`config.mk`:
```
export PLATFORM = sky130hd
export DESIGN_NAME = detection_query_decode
export DESIGN_NICKNAME = d
export VERILOG_FILES = /design/src/hw/rtl/dqd_pkg.sv /design/src/hw/rtl/dqd_ctrl.sv /design/src/hw/rtl/dqd_datapath.sv /design/src/hw/rtl/detection_query_decode.sv
export SDC_FILE = /design/constraint.sdc
export NUM_CORES = 2
export LEC_CHECK = 0
export BUFFER_PORTS_ARGS = -buffer_cell sky130_fd_sc_hd__buf_2
export CAP_MARGIN = 30
export CELL_PAD_IN_SITES_DETAIL_PLACEMENT = 1
export CELL_PAD_IN_SITES_GLOBAL_PLACEMENT = 2
export CORE_MARGIN = 2
export CORE_UTILIZATION = 33
export CTS_CLUSTER_SIZE = 20
export DETAILED_ROUTE_END_ITERATION = 8
export PLACE_DENSITY_LB_ADDON = 0.1
export SKIP_CTS_REPAIR_TIMING = 1
export SYNTH_ARGS = -nofsm -noshare
export SYNTH_HDL_FRONTEND = slang
export SYNTH_HIERARCHICAL = 1
export SYNTH_SLANG_ARGS = --single-unit
export TNS_END_PERCENT = 50
```
`constraint.sdc`:
```
create_clock -name aclk -period 16.4 [get_ports aclk]
set_input_delay 3.28 -clock aclk [delete_from_list [all_inputs] [get_ports aclk]]
set_output_delay 3.28 -clock aclk [all_outputs]
set_load 0.02 [all_outputs]
```
`src/hw/rtl/dqd_pkg.sv`:
```
// ============================================================================
// dqd_pkg
// Shared widths, register indexes, reset values and control types for the
// detection query decoder.
// ============================================================================
package dqd_pkg;

    localparam int MAX_CLASSES_DEF = 128;

    localparam int SCORE_W    = 16;
    localparam int COORD_W    = 16;
    localparam int NORM_W     = 18;
    localparam int MAG_W      = 17;
    localparam int DIM_W      = 13;
    localparam int INV_W      = 24;
    localparam int P1_W       = MAG_W + DIM_W;
    localparam int P2_W       = P1_W + INV_W;
    localparam int PIX_W      = 16;
    localparam int LABEL_W    = 7;
    localparam int LIMIT_W    = 8;
    localparam int CFG_ADDR_W = 3;
    localparam int CFG_DATA_W = 24;
    localparam int S_TDATA_W  = 80;
    localparam int M_TDATA_W  = 88;

    // Rounding offsets and shifts from the product to Q12.4.
    localparam int DIRECT_SHIFT = 11;
    localparam int LEGACY_SHIFT = 27;

    localparam logic [DIM_W-1:0]   IMAGE_WIDTH_RST     = 13'd640;
    localparam logic [DIM_W-1:0]   IMAGE_HEIGHT_RST    = 13'd640;
    localparam logic [DIM_W-1:0]   MODEL_WIDTH_RST     = 13'd640;
    localparam logic [DIM_W-1:0]   MODEL_HEIGHT_RST    = 13'd640;
    localparam logic [INV_W-1:0]   INVERSE_SCALE_RST   = 24'd65536;
    localparam logic [SCORE_W-1:0] SCORE_THRESHOLD_RST = 16'd32768;
    localparam logic [LIMIT_W-1:0] LABEL_LIMIT_RST     = 8'd91;

    typedef enum logic [CFG_ADDR_W-1:0] {
        CFG_DIRECT_MODE     = 3'd0,
        CFG_IMAGE_WIDTH     = 3'd1,
        CFG_IMAGE_HEIGHT    = 3'd2,
        CFG_MODEL_WIDTH     = 3'd3,
        CFG_MODEL_HEIGHT    = 3'd4,
        CFG_INVERSE_SCALE   = 3'd5,
        CFG_SCORE_THRESHOLD = 3'd6,
        CFG_LABEL_LIMIT     = 3'd7
    } cfg_idx_t;

    typedef struct packed {
        logic       score_en;
        logic       mul1;
        logic       mul2;
        logic       round_en;
        logic       load_out;
        logic [1:0] corner;
    } dqd_cmd_t;

    typedef struct packed {
        logic query_ok;
        logic box_ok;
        logic out_busy;
    } dqd_status_t;

endpackage

```
`src/hw/rtl/dqd_ctrl.sv`:
```
// ============================================================================
// dqd_ctrl
// Sequencer: takes score beats, checks the query, then walks the four
// corners through the shared multiply and round steps and hands off the box.
// ============================================================================
module dqd_ctrl (
    input  logic                aclk,
    input  logic                aresetn,
    input  logic                s_axis_tvalid,
    input  logic                s_axis_tlast,
    output logic                s_axis_tready,
    input  dqd_pkg::dqd_status_t status,
    output dqd_pkg::dqd_cmd_t   cmd
);

    typedef enum logic [2:0] {
        ST_SCORE,
        ST_CHECK,
        ST_MUL1,
        ST_MUL2,
        ST_ROUND,
        ST_FINAL
    } state_t;

    state_t     state_reg;
    logic [1:0] corner_reg;

    always_ff @(posedge aclk) begin
        if (!aresetn) begin
            state_reg  <= ST_SCORE;
            corner_reg <= 2'd0;
        end else begin
            case (state_reg)
                ST_SCORE: begin
                    if (s_axis_tvalid && s_axis_tlast) begin
                        state_reg <= ST_CHECK;
                    end
                end
                ST_CHECK: begin
                    corner_reg <= 2'd0;
                    state_reg  <= status.query_ok ? ST_MUL1 : ST_SCORE;
                end
                ST_MUL1: begin
                    state_reg <= ST_MUL2;
                end
                ST_MUL2: begin
                    state_reg <= ST_ROUND;
                end
                ST_ROUND: begin
                    if (corner_reg == 2'd3) begin
                        state_reg <= ST_FINAL;
                    end else begin
                        corner_reg <= corner_reg + 2'd1;
                        state_reg  <= ST_MUL1;
                    end
                end
                ST_FINAL: begin
                    if (!status.out_busy) begin
                        state_reg <= ST_SCORE;
                    end
                end
                default: begin
                    state_reg <= ST_SCORE;
                end
            endcase
        end
    end

    always_comb begin
        s_axis_tready = (state_reg == ST_SCORE);
        cmd.score_en  = (state_reg == ST_SCORE) && s_axis_tvalid;
        cmd.mul1      = (state_reg == ST_MUL1);
        cmd.mul2      = (state_reg == ST_MUL2);
        cmd.round_en  = (state_reg == ST_ROUND);
        cmd.load_out  = (state_reg == ST_FINAL) && !status.out_busy && status.box_ok;
        cmd.corner    = corner_reg;
    end

endmodule

```
`src/hw/rtl/dqd_datapath.sv`:
```
// ============================================================================
// dqd_datapath
// Configuration registers, running argmax, corner arithmetic with a shared
// two-step multiplier, and the output register.
// ============================================================================
module dqd_datapath #(
    parameter int MAX_CLASSES = dqd_pkg::MAX_CLASSES_DEF
) (
    input  logic                             aclk,
    input  logic                             aresetn,
    input  logic                             cfg_we,
    input  logic [dqd_pkg::CFG_ADDR_W-1:0]   cfg_addr,
    input  logic [dqd_pkg::CFG_DATA_W-1:0]   cfg_wdata,
    input  logic [dqd_pkg::S_TDATA_W-1:0]    s_tdata,
    input  logic                             s_tlast,
    input  logic                             m_tready,
    input  dqd_pkg::dqd_cmd_t                cmd,
    output dqd_pkg::dqd_status_t             status,
    output logic                             m_tvalid,
    output logic [dqd_pkg::M_TDATA_W-1:0]    m_tdata
);

    localparam int CW   = $clog2(MAX_CLASSES + 1);
    localparam int IW   = (MAX_CLASSES > 2) ? $clog2(MAX_CLASSES) : 1;
    localparam int CMPW = (IW > dqd_pkg::LIMIT_W) ? IW : dqd_pkg::LIMIT_W;
    localparam int LBW  = (IW > dqd_pkg::LABEL_W) ? IW : dqd_pkg::LABEL_W;
    localparam int RW   = dqd_pkg::P2_W + 1;

    // Configuration registers.
    logic                          direct_mode_reg;
    logic [dqd_pkg::DIM_W-1:0]     image_width_reg;
    logic [dqd_pkg::DIM_W-1:0]     image_height_reg;
    logic [dqd_pkg::DIM_W-1:0]     model_width_reg;
    logic [dqd_pkg::DIM_W-1:0]     model_height_reg;
    logic [dqd_pkg::INV_W-1:0]     inverse_scale_reg;
    logic [dqd_pkg::SCORE_W-1:0]   score_threshold_reg;
    logic [dqd_pkg::LIMIT_W-1:0]   label_limit_reg;

    always_ff @(posedge aclk) begin
        if (!aresetn) begin
            direct_mode_reg     <= 1'b1;
            image_width_reg     <= dqd_pkg::IMAGE_WIDTH_RST;
            image_height_reg    <= dqd_pkg::IMAGE_HEIGHT_RST;
            model_width_reg     <= dqd_pkg::MODEL_WIDTH_RST;
            model_height_reg    <= dqd_pkg::MODEL_HEIGHT_RST;
            inverse_scale_reg   <= dqd_pkg::INVERSE_SCALE_RST;
            score_threshold_reg <= dqd_pkg::SCORE_THRESHOLD_RST;
            label_limit_reg     <= dqd_pkg::LABEL_LIMIT_RST;
        end else if (cfg_we) begin
            case (dqd_pkg::cfg_idx_t'(cfg_addr))
                dqd_pkg::CFG_DIRECT_MODE:
                    direct_mode_reg <= cfg_wdata[0];
                dqd_pkg::CFG_IMAGE_WIDTH:
                    image_width_reg <= cfg_wdata[dqd_pkg::DIM_W-1:0];
                dqd_pkg::CFG_IMAGE_HEIGHT:
                    image_height_reg <= cfg_wdata[dqd_pkg::DIM_W-1:0];
                dqd_pkg::CFG_MODEL_WIDTH:
                    model_width_reg <= cfg_wdata[dqd_pkg::DIM_W-1:0];
                dqd_pkg::CFG_MODEL_HEIGHT:
                    model_height_reg <= cfg_wdata[dqd_pkg::DIM_W-1:0];
                dqd_pkg::CFG_INVERSE_SCALE:
                    inverse_scale_reg <= cfg_wdata[dqd_pkg::INV_W-1:0];
                dqd_pkg::CFG_SCORE_THRESHOLD:
                    score_threshold_reg <= cfg_wdata[dqd_pkg::SCORE_W-1:0];
                dqd_pkg::CFG_LABEL_LIMIT:
                    label_limit_reg <= cfg_wdata[dqd_pkg::LIMIT_W-1:0];
                default: ;
            endcase
        end
    end

    // Input beat fields.
    logic [dqd_pkg::SCORE_W-1:0] score;
    assign score = s_tdata[15:0];

    // Running argmax over the scores of one query.
    logic [dqd_pkg::SCORE_W-1:0] running_max_reg;
    logic [IW-1:0]               running_class_reg;
    logic [CW-1:0]               class_counter_reg;
    logic                        counting;
    logic                        take;
    logic [dqd_pkg::SCORE_W-1:0] max_next;
    logic [IW-1:0]               class_next;

    assign counting   = class_counter_reg < CW'(MAX_CLASSES);
    assign take       = counting && (score > running_max_reg);
    assign max_next   = take ? score : running_max_reg;
    assign class_next = take ? class_counter_reg[IW-1:0] : running_class_reg;

    // Query snapshot taken on the last beat.
    logic [dqd_pkg::SCORE_W-1:0] best_reg;
    logic [IW-1:0]               cls_reg;
    logic [dqd_pkg::COORD_W-1:0] cx_reg, cy_reg, bw_reg, bh_reg;

    always_ff @(posedge aclk) begin
        if (!aresetn) begin
            running_max_reg   <= '0;
            running_class_reg <= '0;
            class_counter_reg <= '0;
        end else if (cmd.score_en) begin
            if (s_tlast) begin
                running_max_reg   <= '0;
                running_class_reg <= '0;
                class_counter_reg <= '0;
            end else begin
                running_max_reg   <= max_next;
                running_class_reg <= class_next;
                if (counting) begin
                    class_counter_reg <= class_counter_reg + CW'(1);
                end
            end
        end
    end

    always_ff @(posedge aclk) begin
        if (cmd.score_en && s_tlast) begin
            best_reg <= max_next;
            cls_reg  <= class_next;
            cx_reg   <= s_tdata[31:16];
            cy_reg   <= s_tdata[47:32];
            bw_reg   <= s_tdata[63:48];
            bh_reg   <= s_tdata[79:64];
        end
    end

    logic [CMPW-1:0] cls_cmp;
    assign cls_cmp = CMPW'(cls_reg);
    assign status.query_ok = (best_reg > score_threshold_reg) && (cls_cmp != '0) &&
                             (cls_cmp < CMPW'(label_limit_reg));

    // Corner selection: bit 0 picks the axis, bit 1 picks the far edge.
    logic [dqd_pkg::COORD_W-1:0] ctr_sel, size_sel;
    logic signed [dqd_pkg::NORM_W-1:0] two_c, size_ext, norm;
    logic [dqd_pkg::MAG_W-1:0]   mag;
    logic [dqd_pkg::DIM_W-1:0]   img_dim, mdl_dim;

    always_comb begin
        ctr_sel  = cmd.corner[0] ? cy_reg : cx_reg;
        size_sel = cmd.corner[0] ? bh_reg : bw_reg;
        img_dim  = cmd.corner[0] ? image_height_reg : image_width_reg;
        mdl_dim  = cmd.corner[0] ? model_height_reg : model_width_reg;
        two_c    = {ctr_sel[dqd_pkg::COORD_W-1], ctr_sel, 1'b0};
        size_ext = {{2{size_sel[dqd_pkg::COORD_W-1]}}, size_sel};
        norm     = cmd.corner[1] ? (two_c + size_ext) : (two_c - size_ext);
        // A zero or negative position maps to pixel zero.
        mag      = norm[dqd_pkg::NORM_W-1] ? '0 : norm[dqd_pkg::MAG_W-1:0];
    end

    logic [dqd_pkg::P1_W-1:0] p1_reg;
    logic [dqd_pkg::P2_W-1:0] p2_reg;

    always_ff @(posedge aclk) begin
        if (cmd.mul1) begin
            p1_reg <= dqd_pkg::P1_W'(mag) *
                      dqd_pkg::P1_W'(direct_mode_reg ? img_dim : mdl_dim);
        end
        if (cmd.mul2) begin
            p2_reg <= direct_mode_reg ? dqd_pkg::P2_W'(p1_reg)
                                      : dqd_pkg::P2_W'(p1_reg) *
                                        dqd_pkg::P2_W'(inverse_scale_reg);
        end
    end

    // Round half up to Q12.4, then clamp to the last pixel of the image.
    logic [RW-1:0]              rnd_sum, rounded;
    logic [dqd_pkg::DIM_W+3:0]  lim_wide;
    logic [dqd_pkg::PIX_W-1:0]  lim, clamped;

    always_comb begin
        rnd_sum  = RW'(p2_reg) + (direct_mode_reg ? (RW'(1) << (dqd_pkg::DIRECT_SHIFT - 1))
                                                  : (RW'(1) << (dqd_pkg::LEGACY_SHIFT - 1)));
        rounded  = direct_mode_reg ? (rnd_sum >> dqd_pkg::DIRECT_SHIFT)
                                   : (rnd_sum >> dqd_pkg::LEGACY_SHIFT);
        lim_wide = (img_dim == '0) ? '0 : {img_dim - dqd_pkg::DIM_W'(1), 4'b0000};
        lim      = (lim_wide > (dqd_pkg::DIM_W + 4)'(16'hFFFF)) ? 16'hFFFF
                                                              : lim_wide[dqd_pkg::PIX_W-1:0];
        clamped  = (rounded > RW'(lim)) ? lim : rounded[dqd_pkg::PIX_W-1:0];
    end

    logic [dqd_pkg::PIX_W-1:0] corner_reg [4];

    always_ff @(posedge aclk) begin
        if (cmd.round_en) begin
            corner_reg[cmd.corner] <= clamped;
        end
    end

    // Corners 0/1 are left/top, 2/3 are right/bottom.
    assign status.box_ok = (corner_reg[2] > corner_reg[0]) && (corner_reg[3] > corner_reg[1]);

    logic [LBW-1:0] label_full;
    assign label_full = LBW'(cls_reg) - LBW'(1);

    // Output register.
    logic                          m_valid_reg;
    logic [dqd_pkg::M_TDATA_W-1:0] m_data_reg;

    assign status.out_busy = m_valid_reg && !m_tready;

    always_ff @(posedge aclk) begin
        if (!aresetn) begin
            m_valid_reg <= 1'b0;
        end else if (cmd.load_out) begin
            m_valid_reg <= 1'b1;
        end else if (m_tready) begin
            m_valid_reg <= 1'b0;
        end
    end

    always_ff @(posedge aclk) begin
        if (cmd.load_out) begin
            m_data_reg <= {1'b0, best_reg, label_full[dqd_pkg::LABEL_W-1:0],
                           corner_reg[3] - corner_reg[1], corner_reg[2] - corner_reg[0],
                           corner_reg[1], corner_reg[0]};
        end
    end

    assign m_tvalid = m_valid_reg;
    assign m_tdata  = m_data_reg;

endmodule

```
`src/hw/rtl/detection_query_decode.sv`:
```
// ============================================================================
// detection_query_decode
// Reduces one detection query, streamed as class score beats, to at most one
// clamped pixel box with its label and confidence.
// ============================================================================
// Throughput: one score beat per cycle while ready; a query's last beat holds the input off
//   through the check, two multiplies and a round per corner and the hand-off when the query
//   passes, through the check alone when it is rejected. A passing non-empty box is registered
//   at the hand-off, held back only while the previous box still waits on the output.
// Reset: synchronous, active low; clears the argmax state, the output valid
//   and returns the configuration registers to their defaults.
module detection_query_decode #(
    parameter int MAX_CLASSES = dqd_pkg::MAX_CLASSES_DEF
) (
    input  logic                           aclk,
    input  logic                           aresetn,
    // Configuration write port.
    input  logic                           cfg_we,
    input  logic [dqd_pkg::CFG_ADDR_W-1:0] cfg_addr,
    input  logic [dqd_pkg::CFG_DATA_W-1:0] cfg_wdata,
    // Score beats.
    input  logic                           s_axis_tvalid,
    output logic                           s_axis_tready,
    // class_score[15:0], mid_x[31:16], mid_y[47:32],
    // box_width[63:48], box_height[79:64]
    input  logic [dqd_pkg::S_TDATA_W-1:0]  s_axis_tdata,
    input  logic                           s_axis_tlast,
    // Box results.
    output logic                           m_axis_tvalid,
    input  logic                           m_axis_tready,
    // left[15:0], top[31:16], extent_x[47:32], extent_y[63:48],
    // label[70:64], confidence[86:71], zero pad[87]
    output logic [dqd_pkg::M_TDATA_W-1:0]  m_axis_tdata
);

    dqd_pkg::dqd_cmd_t    cmd;
    dqd_pkg::dqd_status_t status;

    dqd_ctrl u_ctrl (
        .aclk          (aclk),
        .aresetn       (aresetn),
        .s_axis_tvalid (s_axis_tvalid),
        .s_axis_tlast  (s_axis_tlast),
        .s_axis_tready (s_axis_tready),
        .status        (status),
        .cmd           (cmd)
    );

    dqd_datapath #(
        .MAX_CLASSES (MAX_CLASSES)
    ) u_datapath (
        .aclk      (aclk),
        .aresetn   (aresetn),
        .cfg_we    (cfg_we),
        .cfg_addr  (cfg_addr),
        .cfg_wdata (cfg_wdata),
        .s_tdata   (s_axis_tdata),
        .s_tlast   (s_axis_tlast),
        .m_tready  (m_axis_tready),
        .cmd       (cmd),
        .status    (status),
        .m_tvalid  (m_axis_tvalid),
        .m_tdata   (m_axis_tdata)
    );

endmodule

```
==> impl_metrics.yaml <==
status:
  status: "complete, no violations"
synthesis:
  synth_area_per_cell_um2: 9.53
  synth_edf_count: 312
  synth_seq_cells: 450
  synth-main-ff-cell: "edfxtp_1"
  syn_area_mm2: 0.0513
  ys_types: 81
  async_flop_share: 0
  synth_warnings: 6
  synth_nets: 6657
  synthCells: 5386
  seq_area_frac_synth: 0.236
floorplanning:
  core_mm2: 0.154
  dieArea_mm2: 0.159
  die_w_um: 398
  initial_core_util: 0.333
  io_pins: 203
  fp-row-count: 144
  die_h_um: 398
grt:
  grt_pass1_wl_mm: 256
  grt_overflow: 0
  track_usage: 0.215
  antenna_found_initial: 10
  grt_pass1_vias: 40950
  grt_max_degree: 88
timing:
  min_period_ns: 10.47
  rsz0062_at_grt: "no"
  max_freq_ghz: 0.0956
  tightest_slew_ns: 1.01
  report.final.slew_viol_count: 0
  fin_tns_setup_ns: 0
  slew_headroom: 0.318
  finalHoldViolations: 0
  finalSetupViolations: 0
  fin_crit_sh: 0.638
  skew_ns: 0.0735
routing:
  post_drt_wl_per_cell_um: 22.0
  drt_iter0_drc: 1551
  routed_wirelength_mm: 167
  first_pass_iters: 4
  postRouteAntennaNets: 0
  vias: 37075
  routed_via_density: 4.88
  drc: 0
clock_tree:
  cts_root_buf: "clkbuf_16"
  path_clk_slew_ns: 0.06
  clock_latency_ns: 0.66
  cts_buffer_depth: 3
  cts_max_level: 2
  cts_tree: "done"
  cts_buffers: 52
  clock-sinks: 450
placed_design:
  gp_congestion: 0.844
  hpwl_mm: 128
  io_buffers: 201
  dpl-instance-area_mm2: 0.0548
power_and_ir_drop:
  power_density_mw_per_mm2: 58.2
  leakage_nw: 25.1
  max-vdd-ir-drop_v: 0.0000809
setup_path:
  path_class: "reg -> reg"
  critPathTopFamily: "compound AO/OA/AOI/OAI gates"
  timing.critical_path.buf_inv: 6
  worstPathRequired_ns: 16.74
  critical-path-max-stage-delay_ns: 0.70
  worst-path-max-fanout: 33
  start_kind: "flop"
  cpMostUsedCell: "fa_1"
  arrival_ns: 10.80
  critPathSlowestCell: "dfxtp_4"
  end_kind: "flop"
cells_and_area:
  drive_above_1_share: 0.0864
  largest_register_ffs: 87
  fillers: 17668
  nets: 6771
  syn_to_final_growth_pct: 10.3
  final_area_mm2: 0.0566
flow_run:
  cap_violations: 0
worst_hold_path:
  hp-class: "reg -> reg"
[layer usage]
layer	part of all wire	global-route usage	wire, um
met1	0.46	0.288	76000
met3	0.027	0.0199	4520
met5	0	0	0
met4	0.023	0.0489	3870
met2	0.49	0.374	82500
[synth_stat cells, drive strengths merged, types with 25 or more instances]
library cell | n | area [um^2]
fa | 782 | 15700
and3 | 29 | 186
nand2b | 25 | 156
xnor2 | 82 | 718
and2 | 261 | 1630
nand4 | 29 | 181
ha | 376 | 4700
edfxtp | 312 | 9370
mux2i | 48 | 480
a21o | 54 | 405
a21boi | 101 | 762
o21ai | 135 | 676
clkbuf | 218 | 818
nor2 | 211 | 795
nor3 | 45 | 236
nor2b | 45 | 282
nand2 | 922 | 3460
nand3 | 66 | 330
dfxtp | 138 | 2760
mux2 | 51 | 589
inv | 971 | 3640
o21a | 32 | 240
a21oi | 137 | 686
xor2 | 62 | 543
[path summary, 6_finish.rpt]
path	to	slack [ns]	startpoint	cells past startpoint
max	u_datapath/p1_reg[28]	5.93	u_ctrl/corner_reg[0]	35
min	u_datapath/m_tdata[18]	0.45	u_datapath/corner_reg[1][2]	0
max reg2reg	u_datapath/p1_reg[28]	5.93	u_ctrl/corner_reg[0]	35
min reg2reg	u_datapath/m_tdata[18]	0.45	u_datapath/corner_reg[1][2]	0
[layout by cell type, fill, tap and decap left out, types with 15 or more instances in the layout]
cell	netlist	routed
o21a_1	32	32
xnor2_1	82	82
a21boi_0	98	97
edfxtp_1	312	312
dfxtp_1	138	130
o31ai_1	15	15
and3_1	28	28
o21ai_0	130	129
buf_4	4	85
and4_1	15	15
a21o_1	54	54
a21oi_1	137	137
clkbuf_16	0	53
nand2_1	921	921
mux2i_1	48	48
nand4_1	29	29
nand3_1	66	66
nor2b_1	45	45
and2_1	261	260
fa_1	782	782
xor2_1	62	62
a211oi_1	18	18
nor3_1	44	42
ha_1	376	376
mux2_2	47	47
nand2b_1	25	25
nor2_1	210	207
a22o_1	24	24
inv_1	971	971
buf_2	5	201
[area by class of cell]
type,count,area [um^2],area share
multi-input cells,3729,34700,0.613
flip-flops and latches,450,12100,0.215
inverters,973,3650,0.0645
well taps,2044,2560,0.0452
repair buffers,294,1820,0.0322
clock buffers,65,1410,0.0249
clock inverters,31,312,0.00551
diodes,5,12.5,0.000221
[per-stage QoR]
| step | instances | worst slack [ns] | hold WS (ns) | util | total power, W |
|---|---|---|---|---|---|
| after floorplan | 5386 | 5.51 | 0.426 | - | 0.00184 |
| after global placement | 7481 | 6.14 | 0.439 | 0.354 | 0.00213 |
| after detailed placement | 7488 | 5.98 | 0.443 | 0.355 | 0.00214 |
| after CTS | 7584 | 5.87 | 0.455 | 0.367 | 0.00336 |
| after global routing | 7587 | 5.09 | 0.478 | 0.367 | 0.00350 |
| final | 7591 | 5.93 | 0.448 | 0.367 | 0.00330 |
[power by group]
group | switching (W) | internal [W]
sequential | 0.0000168 | 0.00124
combinational | 0.000526 | 0.000315
clock | 0.000530 | 0.000667
total | 0.00107 | 0.00222
[cells by family (layout without fill, tap and decap cells)]
| group | Yosys count | in the layout | share of synthesized area |
|---|---|---|---|
| muxes | 99 | 99 | 0.0208 |
| other | 1 | 6 | 0.0000731 |
| and+or+nand+nor | 1702 | 1702 | 0.152 |
| adders and majority gates | 1158 | 1158 | 0.397 |
| AOI/OAI and AO/OA | 625 | 625 | 0.0807 |
| xor gates and xnor gates | 144 | 144 | 0.0246 |
| DFF | 450 | 450 | 0.236 |
| buffers and inverters | 1207 | 1363 | 0.0890 |
(Power assumes the default switching activity.)
